$ cat src/rtl/core/mdss_pkg.sv
// ============================================================================
// Motor drive safety supervisor package
// Shared item codes, pending check codes, register indexes, error byte codes and register reset values.
// ============================================================================
`default_nettype none

package mdss_pkg;

    // Kind of input item
    typedef enum logic [1:0] {
        MODE_TICK    = 2'd0,
        MODE_COMMAND = 2'd1,
        MODE_TEMP    = 2'd2,
        MODE_ERROR   = 2'd3
    } mode_t;

    // Pending temperature check
    typedef enum logic [1:0] {
        TP_NONE = 2'd0,
        TP_HEAT = 2'd1,
        TP_COOL = 2'd2
    } temp_pend_t;

    // Configuration register indexes
    localparam logic [2:0] REG_TEMP_CRITICAL   = 3'd0;
    localparam logic [2:0] REG_TEMP_DROP       = 3'd1;
    localparam logic [2:0] REG_CONFIRM_REPEATS = 3'd2;
    localparam logic [2:0] REG_STOP_TIMEOUT    = 3'd3;
    localparam logic [2:0] REG_RESET_TIMEOUT   = 3'd4;
    localparam logic [2:0] REG_RESET_DELAY     = 3'd5;

    // Controller error byte codes
    localparam logic [7:0] ERR_NORMAL         = 8'h00;
    localparam logic [7:0] ERR_M1_OVERCURRENT = 8'h01;
    localparam logic [7:0] ERR_M2_OVERCURRENT = 8'h02;
    localparam logic [7:0] ERR_BATTERY_LOW    = 8'h20;

    // Register reset values
    localparam logic [15:0] TEMP_CRITICAL_RST   = 16'd70;
    localparam logic [15:0] TEMP_DROP_RST       = 16'd60;
    localparam logic [3:0]  CONFIRM_REPEATS_RST = 4'd0;
    localparam logic [15:0] STOP_TIMEOUT_RST    = 16'd1000;
    localparam logic [15:0] RESET_TIMEOUT_RST   = 16'd10000;
    localparam logic [15:0] RESET_DELAY_RST     = 16'd260;

endpackage

`default_nettype wire

$ cat src/rtl/core/motor_drive_safety_supervisor.sv
// ============================================================================
// Motor drive safety supervisor
// Watches ticks, motor commands, temperature pairs and error status pairs
// and decides on motor stops, controller resets and the battery lockout.
// ============================================================================
//
//  Channel  | Signals                                  | Direction
//  ---------+------------------------------------------+----------
//  input    | in_valid/in_ready, mode, readings        | in
//  result   | out_valid/out_ready, six status flags    | out
//  config   | cfg_we, cfg_index, cfg_data              | in
//
//  One item is accepted per cycle while in_ready is high; its result passes
//  through the input register, then the result register, before it is
//  presented on the result channel.
//  The state update is a single pass of compare and count logic.
//  A stalled result register holds the input register, which then holds
//  in_ready low; no transaction is lost or repeated.
//  Reset (rst_n low) returns the config, state and valid registers to their defaults.
`default_nettype none

module motor_drive_safety_supervisor (
    input  wire logic        clk,
    input  wire logic        rst_n,
    // Input item channel
    input  wire logic        in_valid,
    output logic             in_ready,
    input  wire logic [1:0]  mode,
    input  wire logic [15:0] front_reading,
    input  wire logic [15:0] rear_reading,
    // Result channel
    output logic             out_valid,
    input  wire logic        out_ready,
    output logic             stop_motors,
    output logic             reset_request,
    output logic             command_forward,
    output logic             battery_lockout,
    output logic             overheat_flag,
    output logic             drive_disabled,
    // Configuration write port
    input  wire logic        cfg_we,
    input  wire logic [2:0]  cfg_index,
    input  wire logic [15:0] cfg_data
);

    // Configuration registers
    logic [15:0] temp_critical_reg;
    logic [15:0] temp_drop_reg;
    logic [3:0]  confirm_repeats_reg;
    logic [15:0] stop_timeout_reg;
    logic [15:0] reset_timeout_reg;
    logic [15:0] reset_delay_reg;

    // Supervisor state
    logic [15:0]         stop_rem_reg,    stop_rem_next;
    logic                stop_armed_reg,  stop_armed_next;
    logic [15:0]         reset_rem_reg,   reset_rem_next;
    logic [15:0]         disable_rem_reg, disable_rem_next;
    logic                overheated_reg,  overheated_next;
    logic                lockout_reg,     lockout_next;
    mdss_pkg::temp_pend_t temp_pend_reg,  temp_pend_next;
    logic [3:0]          temp_conf_reg,   temp_conf_next;
    logic                err_pend_reg,    err_pend_next;
    logic [3:0]          err_conf_reg,    err_conf_next;
    logic [7:0]          err_front_reg,   err_front_next;
    logic [7:0]          err_rear_reg,    err_rear_next;

    // Input register
    logic                s1_valid_reg;
    mdss_pkg::mode_t     s1_mode_reg;
    logic [15:0]         s1_front_reg;
    logic [15:0]         s1_rear_reg;

    // Result register
    logic out_valid_reg;
    logic stop_reg, reset_req_reg, fwd_reg;
    logic lockout_out_reg, overheat_out_reg, disabled_out_reg;

    // Per-item decisions
    logic       req_stop, req_reset, fwd;
    logic       out_free;
    logic       s1_advance;
    logic [3:0] temp_conf_inc;
    logic [3:0] err_conf_inc;
    logic [7:0] err_f;
    logic [7:0] err_r;
    logic       heat_detect;
    logic       cool_detect;
    logic       overcurrent;
    logic       battery_low;

    // Flow control: the result register frees when empty or taken
    assign out_free   = !out_valid_reg || out_ready;
    assign s1_advance = s1_valid_reg && out_free;
    assign in_ready   = !s1_valid_reg || out_free;

    assign temp_conf_inc = temp_conf_reg + 4'd1;
    assign err_conf_inc  = err_conf_reg + 4'd1;
    assign err_f         = s1_front_reg[7:0];
    assign err_r         = s1_rear_reg[7:0];
    assign heat_detect   = (s1_front_reg > temp_critical_reg) ||
                           (s1_rear_reg > temp_critical_reg);
    assign cool_detect   = (s1_front_reg < temp_drop_reg) &&
                           (s1_rear_reg < temp_drop_reg);
    assign overcurrent   = (err_f == mdss_pkg::ERR_M1_OVERCURRENT) ||
                           (err_f == mdss_pkg::ERR_M2_OVERCURRENT) ||
                           (err_r == mdss_pkg::ERR_M1_OVERCURRENT) ||
                           (err_r == mdss_pkg::ERR_M2_OVERCURRENT);
    assign battery_low   = (err_f == mdss_pkg::ERR_BATTERY_LOW) ||
                           (err_r == mdss_pkg::ERR_BATTERY_LOW);

    // Next state and result for the item in the input register
    always_comb
    begin
        stop_rem_next    = stop_rem_reg;
        stop_armed_next  = stop_armed_reg;
        reset_rem_next   = reset_rem_reg;
        disable_rem_next = disable_rem_reg;
        overheated_next  = overheated_reg;
        lockout_next     = lockout_reg;
        temp_pend_next   = temp_pend_reg;
        temp_conf_next   = temp_conf_reg;
        err_pend_next    = err_pend_reg;
        err_conf_next    = err_conf_reg;
        err_front_next   = err_front_reg;
        err_rear_next    = err_rear_reg;
        req_stop         = 1'b0;
        req_reset        = 1'b0;
        fwd              = 1'b0;

        unique case (s1_mode_reg)
            mdss_pkg::MODE_TICK:
            begin
                // The disabled period counts down even under lockout.
                if (disable_rem_reg != 16'd0)
                begin
                    disable_rem_next = disable_rem_reg - 16'd1;
                end
                if (!lockout_reg)
                begin
                    if (stop_armed_reg)
                    begin
                        if (stop_rem_reg[15:1] == 15'd0)
                        begin
                            stop_rem_next   = 16'd0;
                            stop_armed_next = 1'b0;
                            req_stop        = 1'b1;
                        end
                        else
                        begin
                            stop_rem_next = stop_rem_reg - 16'd1;
                        end
                    end
                    if (reset_rem_reg[15:1] == 15'd0)
                    begin
                        reset_rem_next   = reset_timeout_reg;
                        req_reset        = 1'b1;
                        disable_rem_next = reset_delay_reg;
                    end
                    else
                    begin
                        reset_rem_next = reset_rem_reg - 16'd1;
                    end
                end
            end

            mdss_pkg::MODE_COMMAND:
            begin
                // A command re-arms both timers, even while disabled.
                if (!lockout_reg)
                begin
                    stop_rem_next   = stop_timeout_reg;
                    reset_rem_next  = reset_timeout_reg;
                    stop_armed_next = 1'b1;
                    fwd             = (disable_rem_reg == 16'd0);
                end
            end

            mdss_pkg::MODE_TEMP:
            begin
                if (!lockout_reg && disable_rem_reg == 16'd0)
                begin
                    if (temp_pend_reg == mdss_pkg::TP_NONE)
                    begin
                        // Look for a new transition.
                        if ((overheated_reg && cool_detect) ||
                            (!overheated_reg && heat_detect))
                        begin
                            temp_conf_next = 4'd0;
                            if (confirm_repeats_reg != 4'd0)
                            begin
                                temp_pend_next = overheated_reg ? mdss_pkg::TP_COOL
                                                                : mdss_pkg::TP_HEAT;
                            end
                            else if (overheated_reg)
                            begin
                                overheated_next  = 1'b0;
                                req_reset        = 1'b1;
                                disable_rem_next = reset_delay_reg;
                            end
                            else
                            begin
                                overheated_next = 1'b1;
                                req_stop        = 1'b1;
                            end
                        end
                    end
                    else if ((temp_pend_reg == mdss_pkg::TP_HEAT &&
                              s1_front_reg < temp_critical_reg &&
                              s1_rear_reg < temp_critical_reg) ||
                             (temp_pend_reg != mdss_pkg::TP_HEAT &&
                              (s1_front_reg > temp_drop_reg ||
                               s1_rear_reg > temp_drop_reg)))
                    begin
                        // The sample contradicts the pending check.
                        temp_pend_next = mdss_pkg::TP_NONE;
                        temp_conf_next = 4'd0;
                    end
                    else if (temp_conf_inc >= confirm_repeats_reg)
                    begin
                        // Confirmed: complete the transition.
                        temp_pend_next = mdss_pkg::TP_NONE;
                        temp_conf_next = 4'd0;
                        if (temp_pend_reg == mdss_pkg::TP_HEAT)
                        begin
                            overheated_next = 1'b1;
                            req_stop        = 1'b1;
                        end
                        else
                        begin
                            overheated_next  = 1'b0;
                            req_reset        = 1'b1;
                            disable_rem_next = reset_delay_reg;
                        end
                    end
                    else
                    begin
                        temp_conf_next = temp_conf_inc;
                    end
                end
            end

            mdss_pkg::MODE_ERROR:
            begin
                if (!lockout_reg)
                begin
                    if (!err_pend_reg &&
                        (err_f == mdss_pkg::ERR_NORMAL) &&
                        (err_r == mdss_pkg::ERR_NORMAL))
                    begin
                        // Normal status with nothing pending: no action.
                    end
                    else if (err_pend_reg &&
                             (err_f != err_front_reg || err_r != err_rear_reg))
                    begin
                        err_pend_next = 1'b0;
                        err_conf_next = 4'd0;
                    end
                    else if ((!err_pend_reg && confirm_repeats_reg == 4'd0) ||
                             (err_pend_reg && err_conf_inc >= confirm_repeats_reg))
                    begin
                        // Confirmed pair: it equals the saved one, or no confirmation is configured.
                        err_front_next = err_f;
                        err_rear_next  = err_r;
                        err_pend_next  = 1'b0;
                        err_conf_next  = 4'd0;
                        if (overcurrent)
                        begin
                            req_reset        = 1'b1;
                            disable_rem_next = reset_delay_reg;
                        end
                        else if (battery_low)
                        begin
                            lockout_next = 1'b1;
                        end
                    end
                    else if (!err_pend_reg)
                    begin
                        err_front_next = err_f;
                        err_rear_next  = err_r;
                        err_conf_next  = 4'd0;
                        err_pend_next  = 1'b1;
                    end
                    else
                    begin
                        err_conf_next = err_conf_inc;
                    end
                end
            end

            default:
            begin
            end
        endcase
    end

    // Configuration registers
    always_ff @(posedge clk or negedge rst_n)
    begin
        if (!rst_n)
        begin
            temp_critical_reg   <= mdss_pkg::TEMP_CRITICAL_RST;
            temp_drop_reg       <= mdss_pkg::TEMP_DROP_RST;
            confirm_repeats_reg <= mdss_pkg::CONFIRM_REPEATS_RST;
            stop_timeout_reg    <= mdss_pkg::STOP_TIMEOUT_RST;
            reset_timeout_reg   <= mdss_pkg::RESET_TIMEOUT_RST;
            reset_delay_reg     <= mdss_pkg::RESET_DELAY_RST;
        end
        else if (cfg_we)
        begin
            unique case (cfg_index)
                mdss_pkg::REG_TEMP_CRITICAL:   temp_critical_reg   <= cfg_data;
                mdss_pkg::REG_TEMP_DROP:       temp_drop_reg       <= cfg_data;
                mdss_pkg::REG_CONFIRM_REPEATS: confirm_repeats_reg <= cfg_data[3:0];
                mdss_pkg::REG_STOP_TIMEOUT:    stop_timeout_reg    <= cfg_data;
                mdss_pkg::REG_RESET_TIMEOUT:   reset_timeout_reg   <= cfg_data;
                mdss_pkg::REG_RESET_DELAY:     reset_delay_reg     <= cfg_data;
                default:
                begin
                end
            endcase
        end
    end

    // Supervisor state, updated as each item moves to the result register
    always_ff @(posedge clk or negedge rst_n)
    begin
        if (!rst_n)
        begin
            stop_rem_reg    <= mdss_pkg::STOP_TIMEOUT_RST;
            stop_armed_reg  <= 1'b1;
            reset_rem_reg   <= mdss_pkg::RESET_TIMEOUT_RST;
            disable_rem_reg <= 16'd0;
            overheated_reg  <= 1'b0;
            lockout_reg     <= 1'b0;
            temp_pend_reg   <= mdss_pkg::TP_NONE;
            temp_conf_reg   <= 4'd0;
            err_pend_reg    <= 1'b0;
            err_conf_reg    <= 4'd0;
            err_front_reg   <= 8'd0;
            err_rear_reg    <= 8'd0;
        end
        else if (s1_advance)
        begin
            stop_rem_reg    <= stop_rem_next;
            stop_armed_reg  <= stop_armed_next;
            reset_rem_reg   <= reset_rem_next;
            disable_rem_reg <= disable_rem_next;
            overheated_reg  <= overheated_next;
            lockout_reg     <= lockout_next;
            temp_pend_reg   <= temp_pend_next;
            temp_conf_reg   <= temp_conf_next;
            err_pend_reg    <= err_pend_next;
            err_conf_reg    <= err_conf_next;
            err_front_reg   <= err_front_next;
            err_rear_reg    <= err_rear_next;
        end
    end

    // Input register control
    always_ff @(posedge clk or negedge rst_n)
    begin
        if (!rst_n)
        begin
            s1_valid_reg <= 1'b0;
        end
        else if (in_ready)
        begin
            s1_valid_reg <= in_valid;
        end
    end

    // Input register payload
    always_ff @(posedge clk)
    begin
        if (in_valid && in_ready)
        begin
            s1_mode_reg  <= mdss_pkg::mode_t'(mode);
            s1_front_reg <= front_reading;
            s1_rear_reg  <= rear_reading;
        end
    end

    // Result register control
    always_ff @(posedge clk or negedge rst_n)
    begin
        if (!rst_n)
        begin
            out_valid_reg <= 1'b0;
        end
        else if (out_free)
        begin
            out_valid_reg <= s1_valid_reg;
        end
    end

    // Result register payload
    always_ff @(posedge clk)
    begin
        if (s1_advance)
        begin
            stop_reg         <= req_stop;
            reset_req_reg    <= req_reset;
            fwd_reg          <= fwd;
            lockout_out_reg  <= lockout_next;
            overheat_out_reg <= overheated_next;
            disabled_out_reg <= (disable_rem_next != 16'd0);
        end
    end

    assign out_valid       = out_valid_reg;
    assign stop_motors     = stop_reg;
    assign reset_request   = reset_req_reg;
    assign command_forward = fwd_reg;
    assign battery_lockout = lockout_out_reg;
    assign overheat_flag   = overheat_out_reg;
    assign drive_disabled  = disabled_out_reg;

endmodule

`default_nettype wire

$ cat config.mk
export PLATFORM = sky130hd
export DESIGN_NAME = motor_drive_safety_supervisor
export DESIGN_NICKNAME = d
export VERILOG_FILES = /design/src/rtl/core/mdss_pkg.sv /design/src/rtl/core/motor_drive_safety_supervisor.sv
export SDC_FILE = /design/constraint.sdc
export NUM_CORES = 1
export LEC_CHECK = 0
export BUFFER_PORTS_ARGS = -buffer_cell sky130_fd_sc_hd__buf_2
export CORE_MARGIN = 5
export CORE_UTILIZATION = 56
export CTS_CLUSTER_DIAMETER = 30
export DETAILED_ROUTE_END_ITERATION = 10
export HOLD_SLACK_MARGIN = 0.1
export PLACE_DENSITY_LB_ADDON = 0.3
export SKIP_CTS_REPAIR_TIMING = 1
export SLEW_MARGIN = 10
export SYNTH_ARGS = -nofsm -noshare
export SYNTH_HDL_FRONTEND = slang
export SYNTH_SLANG_ARGS = --single-unit
$ cat constraint.sdc
create_clock -name clk -period 3.4 [get_ports clk]
set_input_delay 0.34 -clock clk [delete_from_list [all_inputs] [get_ports clk]]
set_output_delay 0.34 -clock clk [all_outputs]
set_load 0.02 [all_outputs]
==> metrics.cfg <==
[critical_path]
arrival_ns = 3.84
worstReg2RegStart = s1_rear_reg[7]
critPathLaunchType = register
cp-end-kind = register
crit_family = simple AND/OR/NAND/NOR gates
rrSetupSlack_ns = -0.18
slowest_delay_ns = 0.51
path_max_fanout = 6
r2r-end = drive_disabled
path_cells = ha_4, and3_4, a221oi_2, or3_4, a31oi_4, nor4_4, or2_4, buf_4, a221o_1, nand3b_1, nor4_2, nand3_1
setup.worst_path.class = reg -> reg
worstPathRequired_ns = 3.66
crit_slowest_cell = edfxtp_1
critical_path_buf_inv_count = 1
worstRegToRegCells = 12

[route]
wl_microns = 38700
wl_per_cell_microns = 21.4
postRouteAntennaNets = 0
dr.first_iter.drc_count = 1244
num_vias = 11316
first_pass_iters = 6
detail_route.vias_per_cell = 6.26
drcViolationCount = 0

[logic_synthesis]
ys_seq_elements = 204
synthArstFlopShare_pct = 80.4
synth-edff-count = 40
synth_ff_type = dfrtp_1
yosys.cell_types.count = 76
netlist_area_sq_um = 11900
syn_avg_cell_area_sq_um = 9.68
ys_warn_count = 0
synth_fp_nets = 1365
synthCells = 1228
synth-seq-area-share_pct = 45.0

[floorplanning]
die_width_microns = 156
dieArea_sq_um = 24200
io_pins = 66
core_region_area_sq_um = 21000
initial_core_util_pct = 56.7
rows = 53
die_h_microns = 156

[layout]
final_core_util_pct = 75.5
n_fill_cell = 1420
final_nets = 1635
area_growth_syn_to_layout_pct = 33.1
diodes = 0
drive_above_1_share_pct = 31.8

[global_routing]
grt_pass1_vias = 10911
grt-ovfl-total = 0
grt_usage_pct = 29.8
grt_max_degree = 124
antenna_found_initial = 0
grt_pass1_wl_microns = 57800

[clocking]
numCtsBuffers = 43
cts_tree = yes
root_buffer = clkbuf_16
cts_sinks = 204
clk_pin_slew_worst_paths_ns = 0.05
cts_buffer_depth = 3
clkLatencyLatePin_ns = 0.53
htree_levels = 2

[timing]
finClkSkew_ns = 0.0174
hold_viol_final = 0
fmax_ghz = 0.279
period_minus_slack_ns = 3.58
timing.final.ws_setup_ns = -0.178
slew_violations = 0
tightestPinTransition_ns = 1.03
rsz0062_at_grt = yes
period_share_pct = 105
maxSlewHeadroom_pct = 30.9
setup_viol = 3
finalSetupTns_ns = -0.220

[status]
status = finished with violations
violations = negative setup slack

[placement]
port_buffers = 65
gp_congestion = 0.963
dp_hpwl_microns = 25900

[flow_run]
max-cap-violations = 0

[power_and_ir_drop]
p_leak_nw = 6.92
cellPowerDensity_nw_per_um2 = 666
peakVddDrop_mv = 0.543

[hold_path]
min_to = out_valid
hold_depth = 3
hold_class = in -> reg
min_from = out_ready

-- power by group --
| group | total (mW) | switching [mW] | internal, mW |
|---|---|---|---|
| logic | 2.86 | 1.56 | 1.30 |
| clock network | 4.03 | 1.46 | 2.57 |
| registers | 3.65 | 0.492 | 3.16 |
-- layout by cell type, fill, tap and decap left out, drive strengths merged, types with 6 or more instances in the layout --
cell type | synthesis | layout
o21ai | 128 | 128
nor2 | 87 | 87
clkbuf | 46 | 52
a22oi | 12 | 12
a31oi | 11 | 11
a211oi | 13 | 13
o31ai | 14 | 14
buf | 8 | 243
o211ai | 15 | 15
or4 | 6 | 6
or2 | 8 | 8
dlygate4sd3 | 0 | 36
xor2 | 21 | 21
nor4 | 28 | 28
nand3 | 31 | 31
o21a | 7 | 7
ha | 79 | 79
mux2 | 71 | 71
inv | 62 | 74
nor3 | 37 | 37
edfxtp | 40 | 40
nor2b | 12 | 12
nand4 | 23 | 23
nand2 | 113 | 113
dfstp | 32 | 32
a221oi | 6 | 6
a32oi | 6 | 6
dfrtp | 132 | 132
clkinv | 1 | 12
a21oi | 73 | 73
nand2b | 11 | 11
or3 | 12 | 12
-- per-stage QoR --
step                cell area [sq um]  cells  power (mW)  hold slack (ns)  worst slack (ns)
finish                          15800   1808        10.5            0.133            -0.178
floorplan                       11900   1228        5.11           0.0444           0.00157
CTS                             15000   1755        10.2           -0.258            -0.477
global route                    15800   1808        11.0            0.167            -0.303
detailed placement              13600   1675        6.16            0.280            -0.448
global placement                13600   1675        6.05            0.280            -0.356
-- logic make-up (layout without fill, tap and decap cells) --
| kind of cell | after synthesis | in the layout | share of synthesized area, % |
|---|---|---|---|
| and+or+nand+nor | 392 | 392 | 16.2 |
| AOI/OAI and AO/OA | 338 | 338 | 18.0 |
| DFF | 204 | 204 | 45.0 |
| buffers and inverters | 117 | 422 | 3.86 |
| adders and majority gates | 79 | 79 | 8.31 |
| muxes | 73 | 73 | 6.89 |
| xor gates and xnor gates | 25 | 25 | 1.84 |
-- metal layers --
metal | track usage [%] | part of all wire (%) | vias up
met5 | 0 | 0 | -
met4 | 12.8 | 4.1 | 0
met3 | 5.77 | 8.1 | 110
met2 | 47.6 | 48 | 587
met1 | 40.1 | 40 | 5505
li1 | - | - | 5114
-- worst max-delay path by stage --
stage / start / depth (start not counted) / endpoint / slack (ns)
detailed placement: temp_drop_reg[5] / 12 / drive_disabled / -0.45
CTS: s1_rear_reg[7] / 11 / drive_disabled / -0.48
finish: s1_rear_reg[7] / 12 / drive_disabled / -0.18
global route: s1_front_reg[14] / 11 / drive_disabled / -0.30
floorplan: disable_rem_reg[6] / 15 / drive_disabled / 0.002
global placement: err_conf_reg[0] / 11 / drive_disabled / -0.36
-- synth_stat cells, types with 32 or more instances --
| master | count | area share [%] |
|---|---|---|
| o21ai_0 | 128 | 5.4 |
| clkbuf_1 | 46 | 1.5 |
| dfrtp_1 | 132 | 28 |
| dfstp_2 | 32 | 7.1 |
| nor2_1 | 87 | 2.7 |
| a21oi_1 | 73 | 3.1 |
| ha_1 | 79 | 8.3 |
| mux2_2 | 71 | 6.7 |
| edfxtp_1 | 40 | 10 |
| nor3_1 | 37 | 1.6 |
| nand2_1 | 113 | 3.6 |
| inv_1 | 62 | 2.0 |
-- cell type report --
type	count	area, sq um	share of cell area [%]
Clock buffer	52	1130	7.14
Inverter	63	236	1.49
Clock inverter	28	278	1.76
Sequential cell	204	5350	33.8
Timing Repair Buffer	279	2060	13.0
Multi-Input combinational cell	907	6430	40.7
Tap cell	275	344	2.17
-- worst register-to-register path, stage by stage (launching register included) --
cell and delay (ns):
edfxtp_1 0.51, ha_4 0.34, and3_4 0.19, a221oi_2 0.08, or3_4 0.42, a31oi_4 0.26
nor4_4 0.08, or2_4 0.31, buf_4 0.14, a221o_1 0.36, nand3b_1 0.20, nor4_2 0.32
nand3_1 0.11
(Power assumes the default switching activity.)
